$ cat src/design/csd_pkg.sv
// Package for the CAN signal decoder: payload types, signal table and lookup functions.
package csd_pkg;

    // Command codes
    localparam logic CMD_DECODE = 1'b0;
    localparam logic CMD_READ   = 1'b1;

    localparam int SIG_COUNT = 70;

    // Input item, one transfer on the command side
    typedef struct packed {
        logic        command;
        logic [28:0] frame_id;
        logic [63:0] payload;
        logic [3:0]  data_length;
        logic [6:0]  read_slot;
    } t_item;

    // Result item, one transfer on the result side
    typedef struct packed {
        logic [6:0]         slot;
        logic signed [31:0] value;
        logic               is_read_reply;
        logic               last;
    } t_result;

    // Signal descriptor
    typedef struct packed {
        logic [6:0] slot;
        logic [5:0] start;
        logic [5:0] len;
        logic       sgn;
    } t_sig;

    // Run of table entries that belong to one identifier
    typedef struct packed {
        logic [6:0] base;
        logic [4:0] count;
    } t_span;

    // Classified job passed from front to back
    typedef struct packed {
        logic        is_read;
        t_span       span;
        logic [63:0] payload;
        logic [6:0]  read_slot;
    } t_job;

    typedef enum logic [1:0] {
        ST_IDLE,
        ST_RUN,
        ST_READ
    } t_back_state;

    // Signal table, grouped by identifier in table order
    localparam t_sig SIG_TABLE [0:SIG_COUNT-1] = '{
        // legacy single-byte values
        '{7'd0, 6'd0, 6'd8, 1'b0}, '{7'd1, 6'd0, 6'd8, 1'b0},
        '{7'd2, 6'd0, 6'd8, 1'b0}, '{7'd3, 6'd0, 6'd8, 1'b0},
        // id 6
        '{7'd10, 6'd0, 6'd16, 1'b0}, '{7'd11, 6'd16, 6'd16, 1'b0},
        '{7'd12, 6'd32, 6'd16, 1'b0},
        // id 1538
        '{7'd13, 6'd8, 6'd8, 1'b0}, '{7'd14, 6'd0, 6'd1, 1'b0},
        '{7'd15, 6'd1, 6'd1, 1'b0}, '{7'd16, 6'd2, 6'd1, 1'b0},
        '{7'd17, 6'd3, 6'd1, 1'b0}, '{7'd18, 6'd4, 6'd1, 1'b0},
        '{7'd19, 6'd5, 6'd1, 1'b0},
        // id 84
        '{7'd20, 6'd0, 6'd8, 1'b1}, '{7'd21, 6'd8, 6'd8, 1'b1},
        '{7'd22, 6'd16, 6'd8, 1'b0}, '{7'd23, 6'd32, 6'd16, 1'b0},
        '{7'd24, 6'd48, 6'd16, 1'b0},
        // id 86
        '{7'd25, 6'd0, 6'd8, 1'b0}, '{7'd26, 6'd8, 6'd8, 1'b0},
        // id 82
        '{7'd27, 6'd16, 6'd16, 1'b1}, '{7'd28, 6'd32, 6'd16, 1'b1},
        '{7'd29, 6'd48, 6'd16, 1'b1}, '{7'd30, 6'd0, 6'd16, 1'b1},
        // id 81
        '{7'd31, 6'd48, 6'd16, 1'b1}, '{7'd32, 6'd0, 6'd8, 1'b0},
        '{7'd33, 6'd8, 6'd8, 1'b0}, '{7'd34, 6'd16, 6'd16, 1'b1},
        '{7'd35, 6'd32, 6'd16, 1'b1},
        // id 3
        '{7'd36, 6'd22, 6'd1, 1'b0}, '{7'd37, 6'd21, 6'd1, 1'b0},
        '{7'd38, 6'd20, 6'd1, 1'b0}, '{7'd39, 6'd19, 6'd1, 1'b0},
        '{7'd40, 6'd18, 6'd1, 1'b0}, '{7'd41, 6'd17, 6'd1, 1'b0},
        '{7'd42, 6'd16, 6'd1, 1'b0}, '{7'd43, 6'd11, 6'd1, 1'b0},
        '{7'd44, 6'd10, 6'd1, 1'b0}, '{7'd45, 6'd9, 6'd1, 1'b0},
        '{7'd46, 6'd8, 6'd1, 1'b0}, '{7'd47, 6'd0, 6'd1, 1'b0},
        '{7'd48, 6'd4, 6'd1, 1'b0}, '{7'd49, 6'd3, 6'd1, 1'b0},
        '{7'd50, 6'd2, 6'd1, 1'b0}, '{7'd51, 6'd1, 6'd1, 1'b0},
        '{7'd52, 6'd5, 6'd1, 1'b0},
        // id 9
        '{7'd53, 6'd4, 6'd1, 1'b0}, '{7'd54, 6'd3, 6'd1, 1'b0},
        '{7'd55, 6'd2, 6'd1, 1'b0}, '{7'd56, 6'd1, 6'd1, 1'b0},
        '{7'd57, 6'd0, 6'd1, 1'b0},
        // id 4
        '{7'd58, 6'd32, 6'd32, 1'b0}, '{7'd59, 6'd16, 6'd16, 1'b0},
        '{7'd60, 6'd0, 6'd16, 1'b0},
        // id 0x18FF50E6
        '{7'd61, 6'd0, 6'd16, 1'b0},
        // id 0x1806E5F4
        '{7'd62, 6'd0, 6'd8, 1'b0}, '{7'd63, 6'd16, 6'd8, 1'b0},
        '{7'd64, 6'd32, 6'd1, 1'b0}, '{7'd65, 6'd8, 6'd8, 1'b0},
        '{7'd66, 6'd24, 6'd8, 1'b0},
        // id 0x18FF50E5
        '{7'd67, 6'd32, 6'd1, 1'b0}, '{7'd68, 6'd33, 6'd1, 1'b0},
        '{7'd69, 6'd34, 6'd1, 1'b0}, '{7'd70, 6'd35, 6'd1, 1'b0},
        '{7'd71, 6'd36, 6'd1, 1'b0}, '{7'd72, 6'd16, 6'd8, 1'b0},
        '{7'd73, 6'd24, 6'd8, 1'b0}, '{7'd74, 6'd0, 6'd8, 1'b0},
        '{7'd75, 6'd8, 6'd8, 1'b0}
    };

    // Identifier to table run; unknown identifiers give an empty run
    function automatic t_span id_lookup(input logic [28:0] id);
        t_span s;
        s = '{base: 7'd0, count: 5'd0};
        unique case (id)
            29'h417:      s = '{base: 7'd0,  count: 5'd1};
            29'h427:      s = '{base: 7'd1,  count: 5'd1};
            29'h437:      s = '{base: 7'd2,  count: 5'd1};
            29'h457:      s = '{base: 7'd3,  count: 5'd1};
            29'd6:        s = '{base: 7'd4,  count: 5'd3};
            29'd1538:     s = '{base: 7'd7,  count: 5'd7};
            29'd84:       s = '{base: 7'd14, count: 5'd5};
            29'd86:       s = '{base: 7'd19, count: 5'd2};
            29'd82:       s = '{base: 7'd21, count: 5'd4};
            29'd81:       s = '{base: 7'd25, count: 5'd5};
            29'd3:        s = '{base: 7'd30, count: 5'd17};
            29'd9:        s = '{base: 7'd47, count: 5'd5};
            29'd4:        s = '{base: 7'd52, count: 5'd3};
            29'h18FF50E6: s = '{base: 7'd55, count: 5'd1};
            29'h1806E5F4: s = '{base: 7'd56, count: 5'd5};
            29'h18FF50E5: s = '{base: 7'd61, count: 5'd9};
            default:      s = '{base: 7'd0,  count: 5'd0};
        endcase
        return s;
    endfunction

    // Cut one signal from the payload, sign-extending where marked
    function automatic logic [31:0] cut_signal(input logic [63:0] word, input t_sig d);
        logic [63:0] shifted;
        logic [63:0] mask;
        logic [31:0] raw;
        logic [31:0] sb;
        shifted = word >> d.start;
        mask    = (64'd1 << d.len) - 64'd1;
        raw     = shifted[31:0] & mask[31:0];
        if (d.sgn && (d.len > 6'd1) && (d.len < 6'd32)) begin
            sb  = 32'd1 << (d.len - 6'd1);
            raw = (raw ^ sb) - sb;
        end
        return raw;
    endfunction

endpackage

$ cat src/design/csd_front.sv
// Front end: takes commands, looks up the identifier and masks missing payload bytes.
module csd_front import csd_pkg::*; (
    input  logic  i_start,
    input  t_item i_item,
    input  logic  i_full,
    output logic  o_busy,
    output logic  o_push,
    output t_job  o_job
);

    logic       w_accept;
    logic [3:0] w_dlc;
    t_span      w_span;

    assign o_busy   = i_full;
    assign w_accept = i_start && !i_full;
    assign w_span   = id_lookup(i_item.frame_id);

    // clamp DLC to eight bytes
    assign w_dlc = (i_item.data_length > 4'd8) ? 4'd8 : i_item.data_length;

    // bytes at or beyond the DLC read as zero
    always_comb begin
        o_job.is_read   = (i_item.command == CMD_READ);
        o_job.span      = w_span;
        o_job.read_slot = i_item.read_slot;
        for (int b = 0; b < 8; b++) begin
            o_job.payload[b*8 +: 8] = (4'(b) < w_dlc) ? i_item.payload[b*8 +: 8] : 8'd0;
        end
    end

    // unknown identifiers are dropped here and never queued
    assign o_push = w_accept && ((i_item.command == CMD_READ) || (w_span.count != 5'd0));

endmodule

$ cat src/design/csd_queue.sv
// Two-entry job queue between the front end and the back end.
module csd_queue import csd_pkg::*; (
    input  logic i_clk,
    input  logic i_rst_n,
    input  logic i_push,
    input  t_job i_job,
    input  logic i_pop,
    output t_job o_job,
    output logic o_full,
    output logic o_not_empty
);

    localparam int DEPTH = 2;

    t_job       r_slots [DEPTH];
    logic       r_wr_ptr;
    logic       r_rd_ptr;
    logic [1:0] r_count;

    assign o_job       = r_slots[r_rd_ptr];
    assign o_full      = (r_count == 2'(DEPTH));
    assign o_not_empty = (r_count != 2'd0);

    // pointers and fill level
    always_ff @(posedge i_clk) begin
        if (!i_rst_n) begin
            r_wr_ptr <= 1'b0;
            r_rd_ptr <= 1'b0;
            r_count  <= 2'd0;
        end else begin
            if (i_push) r_wr_ptr <= ~r_wr_ptr;
            if (i_pop)  r_rd_ptr <= ~r_rd_ptr;
            case ({i_push, i_pop})
                2'b10:   r_count <= r_count + 2'd1;
                2'b01:   r_count <= r_count - 2'd1;
                default: r_count <= r_count;
            endcase
        end
    end

    // entry storage
    always_ff @(posedge i_clk) begin
        if (i_push) r_slots[r_wr_ptr] <= i_job;
    end

    a_no_push_full: assert property (@(posedge i_clk) disable iff (!i_rst_n)
        i_push |-> !o_full) else $error("queue pushed while full");
    a_no_pop_empty: assert property (@(posedge i_clk) disable iff (!i_rst_n)
        i_pop |-> o_not_empty) else $error("queue popped while empty");

endmodule

$ cat src/design/csd_back.sv
// Back end: walks the signal table for a job, updates the signal store and emits results.
module csd_back import csd_pkg::*; #(
    parameter int NUM_SLOTS = 76
) (
    input  logic    i_clk,
    input  logic    i_rst_n,
    input  t_job    i_job,
    input  logic    i_not_empty,
    output logic    o_pop,
    output logic    o_valid,
    output t_result o_result
);

    localparam int SLOT_W = $clog2(NUM_SLOTS);

    t_back_state r_state, n_state;
    t_job        r_job, n_job;
    logic [6:0]  r_idx, n_idx;
    logic [4:0]  r_left, n_left;
    logic        r_valid, n_valid;
    t_result     r_res, n_res;

    // signal store with per-entry valid bits
    logic [31:0]          r_mem [NUM_SLOTS];
    logic [NUM_SLOTS-1:0] r_vld;
    logic [31:0]          r_rd_data;
    logic                 r_rd_hit;

    logic              w_we;
    logic [SLOT_W-1:0] w_waddr;
    logic [31:0]       w_wdata;
    logic [SLOT_W-1:0] w_raddr;
    logic              w_in_range;
    t_sig              w_sig;

    assign o_valid  = r_valid;
    assign o_result = r_res;

    assign w_raddr    = i_job.read_slot[SLOT_W-1:0];
    assign w_in_range = ({1'b0, i_job.read_slot} < 8'(NUM_SLOTS));
    assign w_sig      = SIG_TABLE[r_idx];

    // state and result registers
    always_ff @(posedge i_clk) begin
        if (!i_rst_n) begin
            r_state <= ST_IDLE;
            r_valid <= 1'b0;
            r_left  <= 5'd0;
        end else begin
            r_state <= n_state;
            r_valid <= n_valid;
            r_left  <= n_left;
        end
        r_job <= n_job;
        r_idx <= n_idx;
        r_res <= n_res;
    end

    // next state, table walk and store write
    always_comb begin
        n_state = r_state;
        n_job   = r_job;
        n_idx   = r_idx;
        n_left  = r_left;
        n_valid = 1'b0;
        n_res   = r_res;
        o_pop   = 1'b0;
        w_we    = 1'b0;
        w_waddr = w_sig.slot[SLOT_W-1:0];
        w_wdata = cut_signal(r_job.payload, w_sig);
        unique case (r_state)
            ST_IDLE: begin
                if (i_not_empty) begin
                    o_pop  = 1'b1;
                    n_job  = i_job;
                    n_idx  = i_job.span.base;
                    n_left = i_job.span.count;
                    n_state = i_job.is_read ? ST_READ : ST_RUN;
                end
            end
            ST_RUN: begin
                w_we    = 1'b1;
                n_valid = 1'b1;
                n_res.slot          = w_sig.slot;
                n_res.value         = w_wdata;
                n_res.is_read_reply = 1'b0;
                n_res.last          = (r_left == 5'd1);
                n_idx   = r_idx + 7'd1;
                n_left  = r_left - 5'd1;
                if (r_left == 5'd1) n_state = ST_IDLE;
            end
            ST_READ: begin
                n_valid = 1'b1;
                n_res.slot          = r_job.read_slot;
                n_res.value         = r_rd_hit ? r_rd_data : 32'd0;
                n_res.is_read_reply = 1'b1;
                n_res.last          = 1'b1;
                n_state = ST_IDLE;
            end
            default: n_state = ST_IDLE;
        endcase
    end

    // store write port and valid bits
    always_ff @(posedge i_clk) begin
        if (!i_rst_n) begin
            r_vld <= '0;
        end else if (w_we) begin
            r_vld[w_waddr] <= 1'b1;
        end
        if (w_we) r_mem[w_waddr] <= w_wdata;
    end

    // store read port, registered; unwritten or out-of-range slots read as zero
    always_ff @(posedge i_clk) begin
        if (o_pop) begin
            r_rd_data <= r_mem[w_raddr];
            r_rd_hit  <= w_in_range && r_vld[w_raddr];
        end
    end

    a_reply_last: assert property (@(posedge i_clk) disable iff (!i_rst_n)
        r_valid && r_res.is_read_reply |-> r_res.last) else $error("read reply not last");
    a_run_left: assert property (@(posedge i_clk) disable iff (!i_rst_n)
        r_state == ST_RUN |-> r_left != 5'd0) else $error("table walk with nothing left");
    a_pop_busy: assert property (@(posedge i_clk) disable iff (!i_rst_n)
        o_pop |=> r_state != ST_IDLE) else $error("popped job not started");
    a_upd_slot: assert property (@(posedge i_clk) disable iff (!i_rst_n)
        r_valid && !r_res.is_read_reply |-> ({1'b0, r_res.slot} < 8'(NUM_SLOTS)))
        else $error("update slot outside store");

endmodule

$ cat src/design/can_signal_decoder_unit.sv
// Top level of the CAN signal decoder: front end, job queue and back end.
//
//  channel   | handshake          | payload          | direction
//  ----------+--------------------+------------------+----------
//  command   | start / busy       | i_item (t_item)  | in
//  result    | o_valid strobe     | o_result         | out
//
// A read's reply passes the job queue, the back end's registered store read port and
// its result register; a frame's first update passes the job queue, the back end's
// state and its result register, then one update per cycle follows for each signal of
// its identifier (up to 17). The back end takes a job from the queue only when idle,
// once it is through with the last one. Unknown identifiers are dropped in the front
// end and cause no result. busy is high while the two-entry job queue is full; results
// cannot be stalled. Synchronous reset clears control state and all store valid bits.
module can_signal_decoder_unit import csd_pkg::*; #(
    parameter int NUM_SLOTS = 76
) (
    input  logic    i_clk,
    input  logic    i_rst_n,
    input  logic    start,
    output logic    busy,
    input  t_item   i_item,
    output logic    o_valid,
    output t_result o_result
);

    logic w_push;
    logic w_pop;
    logic w_full;
    logic w_not_empty;
    t_job w_front_job;
    t_job w_head_job;

    csd_front u_front (
        .i_start (start),
        .i_item  (i_item),
        .i_full  (w_full),
        .o_busy  (busy),
        .o_push  (w_push),
        .o_job   (w_front_job)
    );

    csd_queue u_queue (
        .i_clk       (i_clk),
        .i_rst_n     (i_rst_n),
        .i_push      (w_push),
        .i_job       (w_front_job),
        .i_pop       (w_pop),
        .o_job       (w_head_job),
        .o_full      (w_full),
        .o_not_empty (w_not_empty)
    );

    csd_back #(
        .NUM_SLOTS (NUM_SLOTS)
    ) u_back (
        .i_clk       (i_clk),
        .i_rst_n     (i_rst_n),
        .i_job       (w_head_job),
        .i_not_empty (w_not_empty),
        .o_pop       (w_pop),
        .o_valid     (o_valid),
        .o_result    (o_result)
    );

endmodule
$ cat config.mk
export PLATFORM = sky130hd
export DESIGN_NAME = can_signal_decoder_unit
export DESIGN_NICKNAME = d
export VERILOG_FILES = /design/src/design/csd_pkg.sv /design/src/design/csd_front.sv /design/src/design/csd_queue.sv /design/src/design/csd_back.sv /design/src/design/can_signal_decoder_unit.sv
export SDC_FILE = /design/constraint.sdc
export NUM_CORES = 2
export LEC_CHECK = 0
export BUFFER_PORTS_ARGS = -buffer_cell sky130_fd_sc_hd__buf_2
export CAP_MARGIN = 15
export CORE_ASPECT_RATIO = 0.7
export CORE_UTILIZATION = 25
export DETAILED_ROUTE_END_ITERATION = 7
export PLACE_DENSITY_LB_ADDON = 0.3
export SYNTH_ARGS = -nofsm -noshare
export SYNTH_HDL_FRONTEND = slang
export SYNTH_SLANG_ARGS = --single-unit
$ cat constraint.sdc
create_clock -name i_clk -period 16.55 [get_ports i_clk]
set_input_delay 2.4825 -clock i_clk [delete_from_list [all_inputs] [get_ports i_clk]]
set_output_delay 2.4825 -clock i_clk [all_outputs]
set_load 0.05 [all_outputs]
* Word-level counts from Yosys, hierarchy flattened
Memory sizes are Yosys's and may differ from the RTL's. A register that Yosys moved wholly into a read port is not among the register bits.
Cells that the tools add are included.
** Operators by class
- Add/sub/neg operators :: 7
- Magnitude comparators :: 16
- Equal/unequal tests :: 24
- Shift operators :: 3
- Multiplexer cells :: 38
- Bitwise logic cells :: 6
- Reductions and logical operators :: 18
** Operators with widths (number)
- $pmux W11 S16 :: 1
- $eq A29 B11 Y1 const B :: 5
- $eq A29 B7 Y1 const B :: 4
- $eq A29 B29 Y1 const B :: 3
- $pmux W41 S2 :: 1
- $or A76 B76 Y76 :: 1
- $mux W32 :: 2
- $mux W8 :: 8
- $shl A1 B6 Y32 const A :: 2
- $shr A64 B6 Y32 :: 1
- $eq A29 B3 Y1 const B :: 2
- $mux W20 :: 2
- $and A32 B32 Y32 :: 1
- $sub A32 B1 Y32 const B :: 1
- $sub A32 B32 Y32 :: 1
- $xor A32 B32 Y32 :: 1
- $eq A29 B2 Y1 const B :: 1
- $eq A29 B4 Y1 const B :: 1
- $lt A3 B4 Y1 const A :: 4
- $lt A7 B8 Y1 const B :: 2
- $pmux W7 S2 :: 1
- $mux W1 :: 12
- $pmux W5 S2 :: 1
- $ge A8 B8 Y1 const B :: 1
- 33 further kinds :: 53
** Storage, ports and cells
- Bits in registers :: 208
- Memory bits (writable) :: 2598
- Memory bits (read-only) :: 2560
- Input port bits :: 108
- Output and inout port bits :: 43
- Word-level logic and storage cells :: 130
- Memories :: 3
** Memory list
- (name not given) :: words 128, width 20, read ports 1, clocked after Yosys merged registers in 0, wr ports 0, RTL line csd_back.sv:41 : assign w_sig = SIG_TABLE[r_idx];
- u_back.r_mem :: words 76, width 32, read ports 1, clocked after Yosys merged registers in 1, wr ports 1, RTL line csd_back.sv:24 : logic [31:0] r_mem [NUM_SLOTS];
- u_queue.r_slots :: words 2, width 83, read ports 1, clocked after Yosys merged registers in 1, wr ports 1, RTL line csd_queue.sv:15 : t_job r_slots [DEPTH];

* Longest topological paths before layout
- Depth after elaboration :: 11
- Gate-level depth with buffers :: 29
- Gate-level depth less buffers :: 22

* By module
Synthesis repeated with hierarchy kept, for this count alone.
** Unflattened totals
- Cells, all modules :: 5807
- Area, all modules :: 116212.7 um^2
** By module, submodules not included
- csd_back :: times used 1, cells an instance 5329, area an instance 108724.3 um^2, seq. area each 79276.0 um^2
- csd_queue :: times used 1, cells an instance 283, area an instance 6269.8 um^2, seq. area each 5144.9 um^2
- csd_front :: times used 1, cells an instance 195, area an instance 1218.7 um^2, seq. area each 0.0 um^2

* Least setup slack after synthesis
Ideal clock, no wire load.
- Path type :: input to register
- Start :: input port i_item[96] (netlist name)
- End :: memory u_queue.r_slots[0][0] (netlist name) (enable)
- Library setup time :: 527 ps
- Data arrival time :: 8356 ps
- Required time :: 16023 ps
- Setup slack :: 7667 ps
- Stages on the path :: 9
- Path through :: or4_1 -> nor4_1 -> nand4_1 -> or3_1 -> or4_1 -> a211o_1 -> o2111ai_1 -> o221ai_1 -> nor2_1
** RTL lines
- start, declared :: RTL line can_signal_decoder_unit.sv:22 : input t_item i_item,
- end, declared :: RTL line csd_queue.sv:15

* Worst setup path after layout
- Start :: register u_back.r_idx[0]
- End :: memory u_back.r_mem[30][22] (data pin)
** Between the ends
- Word-level cells in the longest chain between the ends :: 10
- Elaborated cells on any way between the ends :: 17
** Ends and longest elaborated chain
- start, declared :: RTL line csd_back.sv:18 : logic [6:0] r_idx, n_idx;
- start signal, assigned :: RTL line csd_back.sv:55 : r_idx <= n_idx;
- $not A7 Y8 (not written as such) * :: RTL line csd_back.sv:41
- $mem_v2 Z128 W20 *
- $mux W20 (not written as such) * (2 in a row) :: RTL line csd_back.sv:41
- $shl A1 B6 Y32 :: RTL line csd_pkg.sv:145 : mask = (64'd1 << d.len) - 64'd1;
- $sub A32 B1 Y32 :: RTL line csd_pkg.sv:145
- $and A32 B32 Y32 :: RTL line csd_pkg.sv:146 : raw = shifted[31:0] & mask[31:0];
- $xor A32 B32 Y32 :: RTL line csd_pkg.sv:149 : raw = (raw ^ sb) - sb;
- $sub A32 B32 Y32 :: RTL line csd_pkg.sv:149
- $mux W32 * :: RTL line csd_pkg.sv:147 : if (d.sgn && (d.len > 6'd1) && (d.len < 6'd32)) begin
- via u_back.w_wdata[22] :: RTL line csd_back.sv:31 : logic [31:0] w_wdata;
- end, declared :: RTL line csd_back.sv:24
The timed path passes the listed nets; every way through them passes the cells marked *. The select of a mux whose other input is x is not followed.

==> run summary <==
Cts repair resizes - 0
Detail Route Antenna Nets - 0
Worst-path clk slew - 0.07 ns
Kind of critical path - flip-flop to flip-flop
DP Wirelength - 226,600 um
TritonCTS Buffers - 283
WP data required - 17.10 ns
Crit path launch type - flip-flop
Total GRT Usage - 0.1634
Syn Std Cell Area - 120,100 um2
Top cell type's share of synthesized area - 0.6877
Die Wd - 830.4 um
Cell count after synthesis - 9,701
Slowest CP cell - xnor2_2
Hold buffers post-CTS - 0
Top cells by area, synth - edfxtp_1 (69%), nand2_1 (8.5%), nand3_1 (5.3%)
Num rows - 212
Setup Viol. Count Final - 0
Compound-cell area share of the yosys netlist - 0.07727
Port-buffer cells - 150
RSZ-0062 raised after global routing - false
Fmax - 108.5 MHz
Adder-Cell Fraction of Synth Area - 0.003230
Sequential area share after synthesis - 0.7025
Fill cell count - 48,488
Largest family of logic cells by synthesized area - simple AND/OR/NAND/NOR gates
Max Fanout on Critical Path - 65
Clock Latency Late Sink - 0.92 ns
Number of synthesized flops with an enable pin - 2,750
Core area - 477,200 um2
Antenna violations before repair - 31
Synth Flop Type - edfxtp_1
Via count - 82,113
Die Height - 581.9 um
Gr ovfl total - 0
# H-tree levels - 5
Post-route minimum period - 9.216 ns
MaxCap Viol Count - 0
Multiplexer area fraction after synthesis - 0.02056
CP Capture Type - flip-flop
Fin crit share - 0.5569
Vias in the first global route - 75,477
Final Cell Area - 138,800 um2
Ports - 151
Leading area contributor after synthesis - edfxtp_1
Initial Util - 0.2516
CTS Sinks - 2,839
Mean area per synthesized cell - 12.38 um2
Commonest non-fill, non-tap cells in the layout - edfxtp_1 (2,750), nand2_1 (2,706), nand3_1 (1,273)
Status - completed
Synth Area in XOR/XNOR - 0.002772
Asr flop ratio synth - 0
Commonest non-fill, non-tap cell in the layout - edfxtp_1
Detailed Route Iter0 Violations - 10,625
Initial DRT Pass Iterations - 6
Worst EP arrival - 9.77 ns
Post-detailed-route via-to-cell ratio - 5.039
Die area - 483,200 um2
Largest net degree at the start of global routing - 150
Worst Hold Slack - 0.4650 ns
Max-slew violation count - 0
Final hold vios - 0
Fin Setup TNS - 0 ns
# DRC - 0
Distinct cells, synth - 110
RePlAce Congestion - 0.9670
Max_slew headroom - 0.1338
Area grow syn2layout - 15.57%
CTS tree - yes
Cells along the critical path - inv_1, ha_1, and3b_1, or4_1, a2bb2oi_4, buf_4, nor3_4, a22o_1, a221oi_2, o221ai_1, o21ai_1, nand3_1, inv_1, ha_1, nand2_1, o21ai_0, a21oi_1, a2111oi_4, o31ai_1, nand3_1, xnor2_2, buf_4
Largest stage delay, worst path - 0.88 ns
Root buffer cell - clkbuf_16
First-pass GRT wire length - 583,100 um
Ys Warns - 0
CTS max path bufs - 4
Detail-routed net length per standard cell - 25.32 um
HP Class - flip-flop to flip-flop
Worst slew pin tran - 1.290 ns
Final WL - 412,700 um
#FFs+latches synth - 2,839
Simple-gate area share of the yosys netlist - 0.1690
Final Non-Filler Cells - 16,297
Fraction of layout cells with a size suffix above 1 - 0.1157
Layout Skew - 0.04856 ns
Number of setup buffers added after CTS - 0
Syn Nets - 9,840
Cell area after placement - 129,700 um2
NumNets Final - 9,893
Inst Count DP - 15,774
[registers in the layout (all words and copies together), names as in the netlist, named ones only]
signal            flops
u_back.r_mem       2432
u_back.r_left         5
u_back.r_idx          7
u_back.r_state        2
u_queue.r_count       2
u_back.o_result      41
u_back.r_rd_hit       1
u_queue.r_slots     166
u_queue.r_wr_ptr      1
u_back.r_vld         76
u_back.r_job         71
u_back.r_rd_data     32
u_queue.r_rd_ptr      1
u_back.o_valid        1
[cells in the mapped netlist (9+ instances only)]
library cell and instances:
a211oi_1 35, a21o_1 12, a21oi_1 158, a221oi_1 18
a22o_1 32, a22oi_1 47, a311oi_1 430, a31oi_1 57
a32oi_1 13, and2_1 35, and3_1 179, buf_1 67
buf_2 29, buf_4 20, buf_6 13, clkbuf_1 559
dfxtp_1 89, edfxtp_1 2750, ha_1 31, inv_1 41
mux2_2 82, mux2i_1 144, nand2_1 2707, nand2b_1 16
nand3_1 1276, nand4_1 22, nor2_1 191, nor2b_1 72
nor3_1 53, nor4_1 16, o2111ai_1 9, o211ai_1 19
o21a_1 86, o21ai_0 64, o221ai_1 15, o22ai_1 11
o311ai_0 35, o31ai_1 43, or3_1 13, or4_1 9
xnor2_1 25, xor2_1 13
[per-stage QoR]
stage / util / worst slack [ns]
2_1_floorplan: - / 7.667
3_3_place_gp: 0.2718 / 7.556
3_5_place_dp: 0.2718 / 7.648
4_1_cts: 0.2906 / 7.571
5_1_grt: 0.2908 / 7.064
6_report: 0.2908 / 7.334
[metal layers]
layer	GRT usage	vias to the layer above	wire length [um]
met4	0.03638	2	9189
met3	0.03890	519	37630
li1	-	36272	-
met1	0.2533	41882	197700
met2	0.2275	3438	168200
met5	0	-	14
[path summary, 6_finish.rpt]
check,startpoint,endpoint,slack [ns],cells past startpoint
max reg2reg,u_back.r_idx[0],u_back.r_mem[30][22],7.33,22
max,u_back.r_idx[0],u_back.r_mem[30][22],7.33,22
min,u_back.r_vld[58],u_back.r_vld[58],0.47,1
min reg2reg,u_back.r_vld[58],u_back.r_vld[58],0.47,1
[final cells by class]
type / count / area (um2) / area share
Clock buffer: 352 / 7651 / 0.05513
Antenna cell: 17 / 42.54 / 0.0003065
Tap cell: 6313 / 7899 / 0.05692
Multi-Input combinational cell: 6128 / 34070 / 0.2455
Timing Repair Buffer: 457 / 3253 / 0.02344
Sequential cell: 2839 / 84360 / 0.6079
Clock inverter: 146 / 1310 / 0.009439
Inverter: 45 / 193.9 / 0.001397
[cells by family (layout without fill, tap and decap cells)]
kind of cell,after synthesis,in the layout
muxes,231,231
AOI/OAI and AO/OA,1187,1187
and+or+nand+nor,4641,4641
buffers and inverters,734,1000
xor gates and xnor gates,38,38
other,0,17
DFF,2839,2839
adders and majority gates,31,31
[critical path, delay by kind of cell (launching register included)]
kind	cells	cell delay (ns)
AO/OA/AOI/OAI	9	2.28
XOR/XNOR	1	0.88
adder cells (fa/ha/maj)	2	0.78
buffers and inverters	4	1.41
flip-flops	1	0.85
AND/OR/NAND/NOR	6	2.52
Power is not shown: default switching activity piles up to over one toggle a cycle in this logic, so the estimate is an artifact.
